--- src/rtl/core/rbe_ram.sv ---
// Generic single-port synchronous RAM with a registered read.
module rbe_ram #(
  parameter int WIDTH = 8,
  parameter int DEPTH = 256
) (
  input  logic                                   clk_i,
  input  logic                                   we_i,
  input  logic [(DEPTH > 1 ? $clog2(DEPTH) : 1)-1:0] addr_i,
  input  logic [WIDTH-1:0]                       wdata_i,
  output logic [WIDTH-1:0]                       rdata_o
);

  logic [WIDTH-1:0] mem_q [DEPTH];
  logic [WIDTH-1:0] rdata_q;

  always_ff @(posedge clk_i) begin
    if (we_i) begin
      mem_q[addr_i] <= wdata_i;
    end
    rdata_q <= mem_q[addr_i];
  end

  assign rdata_o = rdata_q;

endmodule

--- config.mk ---
export PLATFORM = sky130hd
export DESIGN_NAME = rbe_ram
export DESIGN_NICKNAME = d
export VERILOG_FILES = /design/src/rtl/core/rbe_ram.sv
export SDC_FILE = /design/constraint.sdc
export NUM_CORES = 2
export LEC_CHECK = 0
export BUFFER_PORTS_ARGS = -buffer_cell sky130_fd_sc_hd__buf_2
export CAP_MARGIN = 5
export CORE_ASPECT_RATIO = 2
export CORE_UTILIZATION = 29
export CTS_BUF_LIST = sky130_fd_sc_hd__clkbuf_4
export CTS_CLUSTER_DIAMETER = 120
export CTS_CLUSTER_SIZE = 24
export DETAILED_ROUTE_END_ITERATION = 6
export GPL_ROUTABILITY_DRIVEN = 0
export PLACE_DENSITY = 0.4
export SYNTH_ARGS = -nofsm -noshare
export SYNTH_HDL_FRONTEND = slang
export SYNTH_SLANG_ARGS = --single-unit
export TNS_END_PERCENT = 30
--- constraint.sdc ---
create_clock -name clk_i -period 3.1 [get_ports clk_i]
set_input_delay 0.62 -clock clk_i [delete_from_list [all_inputs] [get_ports clk_i]]
set_output_delay 0.62 -clock clk_i [all_outputs]
set_load 0.01 [all_outputs]
==> results.json <==
{
  "outcome": "complete, but fails checks",
  "violations": "DRC",
  "required_ns": 4.25,
  "cts_buffers": 96,
  "synth_cell_types": 22,
  "min_period_over_period_pct": 90.5,
  "fmax_mhz": 357,
  "layout_min_cycle_time_ns": 2.80,
  "reg2reg_to": "rdata_o[7]",
  "dieArea_sq_mm": 0.273,
  "synth_top_area_share_pct": 78.3,
  "slowest_delay_ns": 0.99,
  "setup_viol": 0,
  "die_w_um": 370,
  "wl_per_cell_um": 30.6,
  "antenna_found_initial": 16,
  "synth_xor_area_share_pct": 0,
  "avgSynthCellArea_sq_um": 22.1,
  "fin_cells": 7670,
  "synthAdderAreaFrac_pct": 0,
  "drt_iter0_drc": 2885,
  "worst_pin_slew_ns": 1.23,
  "reg2reg_from": "mem_q[14][7]",
  "hold_depth": 3,
  "via_count": 37624,
  "drv_cap": 0,
  "synth-edff-count": 2048,
  "cp_top_family": "compound AO/OA/AOI/OAI gates",
  "synthTopCellsByCount": "2048 x edfxtp_1, 512 x mux4_2, 256 x a22oi_1, 232 x nor2_1, 145 x clkbuf_1",
  "holdPathEnd": "mem_q[169][0]",
  "synth.area.mux_share_pct": 14.7,
  "portBuffers": 25,
  "clock_latency_ns": 1.23,
  "routed_wirelength_um": 235000,
  "grt-ovfl-total": 0,
  "skew_ns": 0.151,
  "slew_viol_final": 0,
  "hp-class": "in2reg",
  "syn-num-nets": 3565,
  "arrival_ns": 3.96,
  "synth-main-ff-cell": "edfxtp_1",
  "via_per_inst": 4.91,
  "yosys.area.top_type": "edfxtp_1",
  "drive_gt1_share_pct": 32.8,
  "yosysSeqAreaShare_pct": 78.6,
  "postSynthCellCount": 3547,
  "grt_pass1_vias": 40872,
  "worstHoldStart": "addr_i[2]",
  "hold_viol_final": 0,
  "crit_chain": "mux4_2 > a22oi_1 > a21oi_1 > o41ai_1 > buf_4 > nand4_1",
  "slew_headroom_pct": 17.6,
  "end_kind": "register",
  "ff2ff_setup_slack_ns": 0.30,
  "drc": 9,
  "synth_compound_area_share_pct": 3.62,
  "rsz0062_at_grt": "false",
  "async_flop_share_pct": 0,
  "synthTopCellsByArea": "edfxtp_1 78%, mux4_2 15%, a22oi_1 2.4%",
  "rows": 269,
  "syn-cell-area_sq_mm": 0.0785,
  "multiInputGateArea_sq_mm": 0.0159,
  "initial_core_util_pct": 29.2,
  "cts_tree": "done",
  "cp_slowest_cell": "o41ai_1",
  "ant_nets": 0,
  "regArea_sq_mm": 0.0617,
  "ir_worst_vdd_uv": 234,
  "yosys_register_bits": 2056,
  "htreeDepth": 3,
  "hpwl_um": 162000,
  "crit_path_max_fanout": 1,
  "cts.sink_count": 2056,
  "ios": 26,
  "yosysMostFrequentCell": "edfxtp_1",
  "total_power_mw": 43.8,
  "synth_top_family_by_area": "multiplexers",
  "ys.warnings.count": 0,
  "grt_pass1_wl_um": 328000,
  "final_core_util_pct": 33.3,
  "worst-path-buf-inv": 1,
  "clkTransAtPathRegs_ns": 0.26,
  "coreArea_sq_mm": 0.269,
  "firstDrtPassIters": 7,
  "crit_type": "reg2reg",
  "clockBufferDepth": 3,
  "cts_root_buffer": "clkbuf_4",
  "power_leakage_nw": 27.2,
  "dpl.cell_count": 7516,
  "fp.dieH_um": 738,
  "cp-start-kind": "register",
  "pwr_density_cell_mw_per_mm2": 490,
  "syn2layout_area_growth_pct": 13.9,
  "r2r_cells": 6,
  "fill_cells": 25460,
  "synthSimpleGateAreaFrac_pct": 1.73,
  "grt_use_total_pct": 17.2,
  "grt_max_degree": 83,
  "final_nets": 4121
}
## stage by stage
stage	setup WS [ns]	hold slack, ns	TNS [ns]	area, sq um
3_3_place_gp	-2.04	1.03	-12.24	88300
2_1_floorplan	0.261	0.719	0	78500
5_1_grt	0.101	0.0998	0	89400
6_report	0.295	0.181	0	89400
4_1_cts	0.0329	0.0198	0	89400
3_5_place_dp	-1.06	1.03	-8.62	88300
## flip-flops by register name, indices dropped and copies added, names as in the netlist
name,count
mem_q,2048
rdata_o,8
## timing repair
item	in CTS	in global routing
resized for setup	0	0
buffers inserted	0	0
hold buffers	12	0
hold endpoints to repair	1036	0
## metal layers
layer | up-vias | track usage (%) | wire length (um)
li1 | 16030 | - | -
met1 | 20776 | 18.8 | 84000
met2 | 613 | 34.5 | 137000
met3 | 203 | 1.49 | 6610
met4 | 2 | 4.93 | 7000
met5 | - | 0 | 9
## placed cells by master, fill, tap and decap left out
master,netlist,routed
clkbuf_4,0,127
nor2b_1,7,5
nor2_1,232,231
a22oi_1,256,256
nand2b_2,0,2
buf_8,0,10
nor2b_4,0,2
o41ai_1,32,23
or2_2,2,2
buf_12,0,96
and2_1,3,2
nand3_2,0,8
mux4_2,512,512
dlygate4sd3_1,0,12
nor2_4,0,1
and2_4,0,1
buf_2,36,16
a21oi_1,128,128
inv_2,0,3
inv_12,0,2
inv_1,1,1
or3_2,0,1
nand4_1,8,8
edfxtp_1,2048,2048
nand2b_1,6,4
nand2_1,28,20
buf_6,16,1
buf_4,16,555
nand2_2,0,8
nand3_1,13,5
dfxtp_1,8,8
o41ai_2,0,9
diode_2,0,10
nor3_1,30,30
## power by group
group | total [mW] | switching (mW) | internal [mW] | leakage (nW)
sequential | 30.7 | 0.0403 | 30.6 | 18.5
clock | 9.98 | 8.11 | 1.87 | 0.612
combinational | 3.21 | 1.95 | 1.26 | 8.10
## logic make-up (layout without fill, tap and decap cells)
group / after synthesis / in the layout
flip-flops: 2056 / 2056
multiplexers: 512 / 512
AO/OA/AOI/OAI: 416 / 416
AND/OR/NAND/NOR: 330 / 330
buffers and inverters: 233 / 823
other: 0 / 10
## worst register-to-register path, stage by stage (launching register included)
cell and delay [ns]:
edfxtp_1 0.43, mux4_2 0.46, a22oi_1 0.24, a21oi_1 0.31, o41ai_1 1.00, buf_4 0.24, nand4_1 0.10
## how the worst max path moves through the flow
stage / slack [ns] / startpoint / depth (start not counted) / endpoint
3_3_place_gp: -2.04 / addr_i[1] / 9 / rdata_o[6]
6_report: 0.30 / mem_q[14][7] / 6 / rdata_o[7]
3_5_place_dp: -1.06 / addr_i[0] / 9 / rdata_o[7]
5_1_grt: 0.10 / mem_q[14][7] / 6 / rdata_o[7]
2_1_floorplan: 0.26 / addr_i[1] / 9 / mem_q[111][0]
4_1_cts: 0.03 / mem_q[32][7] / 6 / rdata_o[7]
## layout make-up
cell class              count  area share (%)
diodes                     10          0.0280
well taps                3523            4.93
clock buffers             127            1.07
multi-input cells        1258            17.8
clock inverters             5          0.0490
inverters                   1         0.00420
repair buffers            690            7.21
flip-flops and latches   2056            68.9
(Power assumes the default switching activity.)
