`config.mk`:
```
export PLATFORM = sky130hd
export DESIGN_NAME = rbe_div
export DESIGN_NICKNAME = d
export VERILOG_FILES = /design/src/rtl/core/rbe_pkg.sv /design/src/rtl/core/rbe_div.sv
export SDC_FILE = /design/constraint.sdc
export NUM_CORES = 1
export LEC_CHECK = 0
export BUFFER_PORTS_ARGS = -buffer_cell sky130_fd_sc_hd__buf_2
export CAP_MARGIN = 15
export CORE_MARGIN = 1.5
export CORE_UTILIZATION = 48
export DETAILED_ROUTE_END_ITERATION = 12
export GPL_TIMING_DRIVEN = 0
export PLACE_DENSITY = 0.77
export RECOVER_POWER = 25
export SYNTH_ARGS = -nofsm -noshare
export SYNTH_HDL_FRONTEND = slang
export SYNTH_SLANG_ARGS = --single-unit
```
`constraint.sdc`:
```
create_clock -name clk_i -period 2.15 [get_ports clk_i]
set_input_delay 0.3225 -clock clk_i [delete_from_list [all_inputs] [get_ports clk_i]]
set_output_delay 0.3225 -clock clk_i [all_outputs]
set_load 0.1 [all_outputs]
```
`src/rtl/core/rbe_pkg.sv`:
```
// Shared types and fixed field widths for the byte-wise rANS encoder.
package rbe_pkg;

  localparam int SYM_W   = 8;
  localparam int FREQ_W  = 13;
  localparam int START_W = 12;
  localparam int STATE_W = 32;
  localparam int BYTE_W  = 8;
  localparam int MODE_W  = 2;
  localparam int ENTRY_W = FREQ_W + START_W;

  typedef enum logic [MODE_W-1:0] {
    MODE_LOAD   = 2'd0,
    MODE_ENCODE = 2'd1,
    MODE_FLUSH  = 2'd2
  } mode_e;

  typedef enum logic [2:0] {
    ST_CLEAR,
    ST_IDLE,
    ST_LOOKUP,
    ST_RENORM,
    ST_DIVIDE,
    ST_FLUSH,
    ST_ERROR
  } state_e;

  typedef struct packed {
    logic [FREQ_W-1:0]  freq;
    logic [START_W-1:0] start;
  } entry_t;

endpackage

```
`src/rtl/core/rbe_div.sv`:
```
// Restoring divider: one quotient bit per cycle, state word by frequency.
module rbe_div (
  input  logic                         clk_i,
  input  logic                         rst_ni,
  input  logic                         start_i,
  input  logic [rbe_pkg::STATE_W-1:0]  dividend_i,
  input  logic [rbe_pkg::FREQ_W-1:0]   divisor_i,
  output logic                         done_o,
  output logic [rbe_pkg::STATE_W-1:0]  quot_o,
  output logic [rbe_pkg::FREQ_W-1:0]   rem_o
);

  localparam int CNT_W = $clog2(rbe_pkg::STATE_W);

  logic                         busy_q, busy_d;
  logic                         done_q, done_d;
  logic [CNT_W-1:0]             cnt_q, cnt_d;
  logic [rbe_pkg::STATE_W-1:0]  quot_q, quot_d;
  logic [rbe_pkg::FREQ_W-1:0]   rem_q, rem_d;
  logic [rbe_pkg::FREQ_W-1:0]   div_q, div_d;
  logic [rbe_pkg::FREQ_W:0]     trial;
  logic [rbe_pkg::FREQ_W:0]     diff;
  logic                         fits;

  // Bring down the next dividend bit and try to subtract.
  assign trial = {rem_q, quot_q[rbe_pkg::STATE_W-1]};
  assign fits  = trial >= {1'b0, div_q};
  assign diff  = trial - {1'b0, div_q};

  always_comb begin
    busy_d = busy_q;
    done_d = 1'b0;
    cnt_d  = cnt_q;
    quot_d = quot_q;
    rem_d  = rem_q;
    div_d  = div_q;
    if (start_i) begin
      busy_d = 1'b1;
      cnt_d  = '0;
      quot_d = dividend_i;
      rem_d  = '0;
      div_d  = divisor_i;
    end else if (busy_q) begin
      quot_d = {quot_q[rbe_pkg::STATE_W-2:0], fits};
      rem_d  = fits ? diff[rbe_pkg::FREQ_W-1:0] : trial[rbe_pkg::FREQ_W-1:0];
      cnt_d  = cnt_q + CNT_W'(1);
      if (cnt_q == CNT_W'(rbe_pkg::STATE_W - 1)) begin
        busy_d = 1'b0;
        done_d = 1'b1;
      end
    end
  end

  always_ff @(posedge clk_i or negedge rst_ni) begin
    if (!rst_ni) begin
      busy_q <= 1'b0;
      done_q <= 1'b0;
      cnt_q  <= '0;
    end else begin
      busy_q <= busy_d;
      done_q <= done_d;
      cnt_q  <= cnt_d;
    end
  end

  always_ff @(posedge clk_i) begin
    quot_q <= quot_d;
    rem_q  <= rem_d;
    div_q  <= div_d;
  end

  assign done_o = done_q;
  assign quot_o = quot_q;
  assign rem_o  = rem_q;

endmodule

```
==> results.md <==
* GPL Wtd Cong at 0.842
* Placement Cell Area at 4110 µm²
* Syn_nets at 347
* Die X at 87.8 µm
* Crit path required time at 2.34 ns
* YS warnings at 0
* Multi-input logic area at 1630 µm²
* Final setup violation count at 14
* Post-route cell area at 4490 µm²
* PwrDens at 1280 nW/µm²
* Netlist cell types at 54
* Setup CP Type: flip-flop to flip-flop
* Starting density of the core at 0.502
* Die ar. at 7710 µm²
* Finished Layout Cells at 499
* Violated checks: setup timing
* Core footprint at 6870 µm²
* Die Y at 87.8 µm
* HPWL after DPL at 5530 µm
* Post-layout min period at 2.33 ns
* Post-route setup slack at -0.180 ns
* Clock tree sinks at 65
* Max_cap viols at 0
* Clk_lat worst skew at 0.35 ns
* CTS clk-pin slew, worst paths at 0.08 ns
* Via/cell ratio at 5.41
* Final Hold Vio Count at 0
* Mean Syn Cell Area at 12.2 µm²
* Antenna-violating nets left at 0
* Status: finished with violations
* Pin count of the biggest net entering global routing at 24
* Grt ovf at 0
* # fillers at 532
* Vias at 2700
* Crit end category: flip-flop
* Reg area at 1790 µm²
* Vias in the first global route at 2728
* Max incr delay on CP at 0.42 ns
* Share of cells above drive strength 1 at 0.496
* Sw power at 2.79 mW
* Top Family by Delay on Critical Path: compound AO/OA/AOI/OAI gates
* CTS max path bufs at 2
* Synth Flop Type: edfxtp_1
* Clock network power share at 0.172
* Post-synth EDFFs at 45
* Startpoint Class: flip-flop
* Critical path's most frequent cell: inv_2
* RSZ-0062 raised after global routing: true
* Tot GR Track Use at 0.218
* Antenna Cells at 0
* Slowest cell on crit path: edfxtp_1
* Initial antenna violation count at 0
* Synth-to-layout area growth at 30.0%
* CP max FO at 5
* Syn Inst Count at 283
* Port buffer count at 93
* Worst vdd ir at 764 µV
* Final nets at 462
* Worst rel slew slack at 0.585
* Reg power frac at 0.298
* Num CTS Buffers at 9
* Post-Syn Area at 3450 µm²
* Cells after DPL at 473
* Num ports at 94
* Cell Rows at 30
* Routed WL at 7990 µm
* CP bufs+invs at 4
* Worst Hold Class: primary input to flip-flop
* CP cell instances: inv_2, ha_4, inv_2, fa_2, a211oi_2, o21ai_2, a21oi_2, buf_4, a21oi_4, buf_6, nor4_4, a311oi_1
* Asr flop ratio synth at 0.108
* Worst Max-Slew Pin Slew at 0.623 ns
* Max Clock Freq at 0.429 GHz
* Combinational Power Share at 0.531
* Cell-internal power at 2.94 mW
* Sequential-to-total area share from yosys stat at 0.518
* Synth Register Bits at 65
* Initial DRC Count at 105
* Post-place setup slack at -0.349 ns
* First-pass GRT wire length at 12700 µm
* H-tree depth reported by CTS at 3
* Lkg Pwr at 1.99 nW
* WL/cell at 16.0 µm
* Clock Tree Root: clkbuf_8
* Max Clock Skew at 0.0156 ns
* Arrival time of the worst setup path at 2.52 ns
* Residual DRC at 0
* Final Max Slew Viols at 0
* Final Cycle Share at 1.08
* Router iterations before antenna repair at 4
* CTS tree: built
* Sw Share at 0.487
-- metal layers --
| metal | track usage | routed length (µm) |
|---|---|---|
| met5 | 0 | 0 |
| met1 | 0.262 | 3460 |
| met2 | 0.360 | 3820 |
| met4 | 0.0851 | 103 |
| met3 | 0.0745 | 602 |
-- path summary, 6_finish.rpt --
| check | start | endpoint | slack [ns] | depth (start not counted) |
|---|---|---|---|---|
| setup reg to reg | quot_o[31] | rem_o[0] | -0.18 | 12 |
| min in group asynchronous | rst_ni | cnt_q[1] | 0.40 | 2 |
| hold reg to reg | rem_o[9] | rem_o[10] | 0.52 | 2 |
| setup / recovery | quot_o[31] | rem_o[0] | -0.18 | 12 |
| max in group asynchronous | rst_ni | cnt_q[2] | 1.47 | 2 |
| hold / removal | divisor_i[10] | div_q[10] | 0.15 | 1 |
-- power groups by stage --
stage	clock network (mW)	registers [mW]	logic, mW
floorplan	0	2.88	1.16
global placement	0	1.72	2.72
detailed placement	0	1.73	2.76
CTS	0.999	1.70	2.93
global route	1.05	1.73	3.21
finish	0.983	1.70	3.04
-- cell usage after synthesis, types with 3 or more instances --
library cell	n	area (µm²)
and3_1	3	18.8
buf_1	3	11.3
dfxtp_1	13	260
mux2i_1	3	30.0
edfxtp_1	45	1350
nor2_1	18	67.6
nand3_1	14	70.1
xor2_1	5	43.8
nor3_1	3	15.0
dfrtp_1	7	175
a311oi_1	9	78.8
inv_1	18	67.6
a21oi_1	11	55.1
nand2_1	8	30.0
a311oi_2	3	45.0
xnor2_1	6	52.6
mux2_2	33	372
nor2b_1	3	18.8
o21ai_1	8	40.0
a21o_1	4	30.0
ha_1	15	188
buf_6	5	56.3
o21ai_0	6	30.0
-- metrics by stage --
step | total power [mW] | utilization | TNS (ns) | hold slack [ns]
finish | 5.72 | 0.653 | -1.64 | 0.152
global route | 5.98 | 0.653 | -3.47 | 0.134
CTS | 5.63 | 0.644 | -1.56 | 0.139
detailed placement | 4.49 | 0.598 | -10.25 | 0.165
global placement | 4.44 | 0.594 | -23.62 | 0.160
floorplan | 4.03 | - | -8.35 | 0.0269
-- logic make-up (layout without fill, tap and decap cells) --
family | after synthesis | after routing | share of synthesized area
XOR/XNOR | 11 | 11 | 0.0279
buffers and inverters | 32 | 152 | 0.0526
multiplexers | 36 | 36 | 0.116
flip-flops | 65 | 65 | 0.518
adder cells (fa/ha/maj) | 16 | 16 | 0.0602
AND/OR/NAND/NOR | 64 | 64 | 0.100
AO/OA/AOI/OAI | 59 | 59 | 0.125
-- placed cells by master (no fill, tap or decap), drive strengths merged, types with 3 or more instances in the layout --
cell and count:
buf 112, edfxtp 45, mux2 33, inv 19, nor2 18, ha 15
clkbuf 15, nand3 15, o21ai 14, dfxtp 13, a21oi 13, a311oi 12
nand2 8, dfrtp 7, xnor2 6, xor2 5, a21o 5, and3 4
mux2i 3, nor3 3, nand4 3, nor2b 3
-- timing repair --
item,4_1_cts,5_1_grt
gates resized for setup,13,11
setup buffers,7,1
hold endpoints to repair,7,0
pin swaps,15,9
hold buffers,1,0
gates cloned,1,0
setup endpoints to repair,14,37
-- final cells by class --
class / count / share of cell area
tap: 96 / 0.0268
clock buffer: 11 / 0.0337
clock inverter: 5 / 0.00837
timing repair buffer: 104 / 0.128
buffer: 14 / 0.0262
sequential: 65 / 0.398
multi-input combinational: 186 / 0.364
inverter: 18 / 0.0151
-- sequential cells by signal (all words and copies together) (netlist names) --
signal,cells
quot_o,32
div_q,13
rem_o,13
cnt_q,5
busy_q,1
done_o,1
Power figures use the tool's default switching activity.
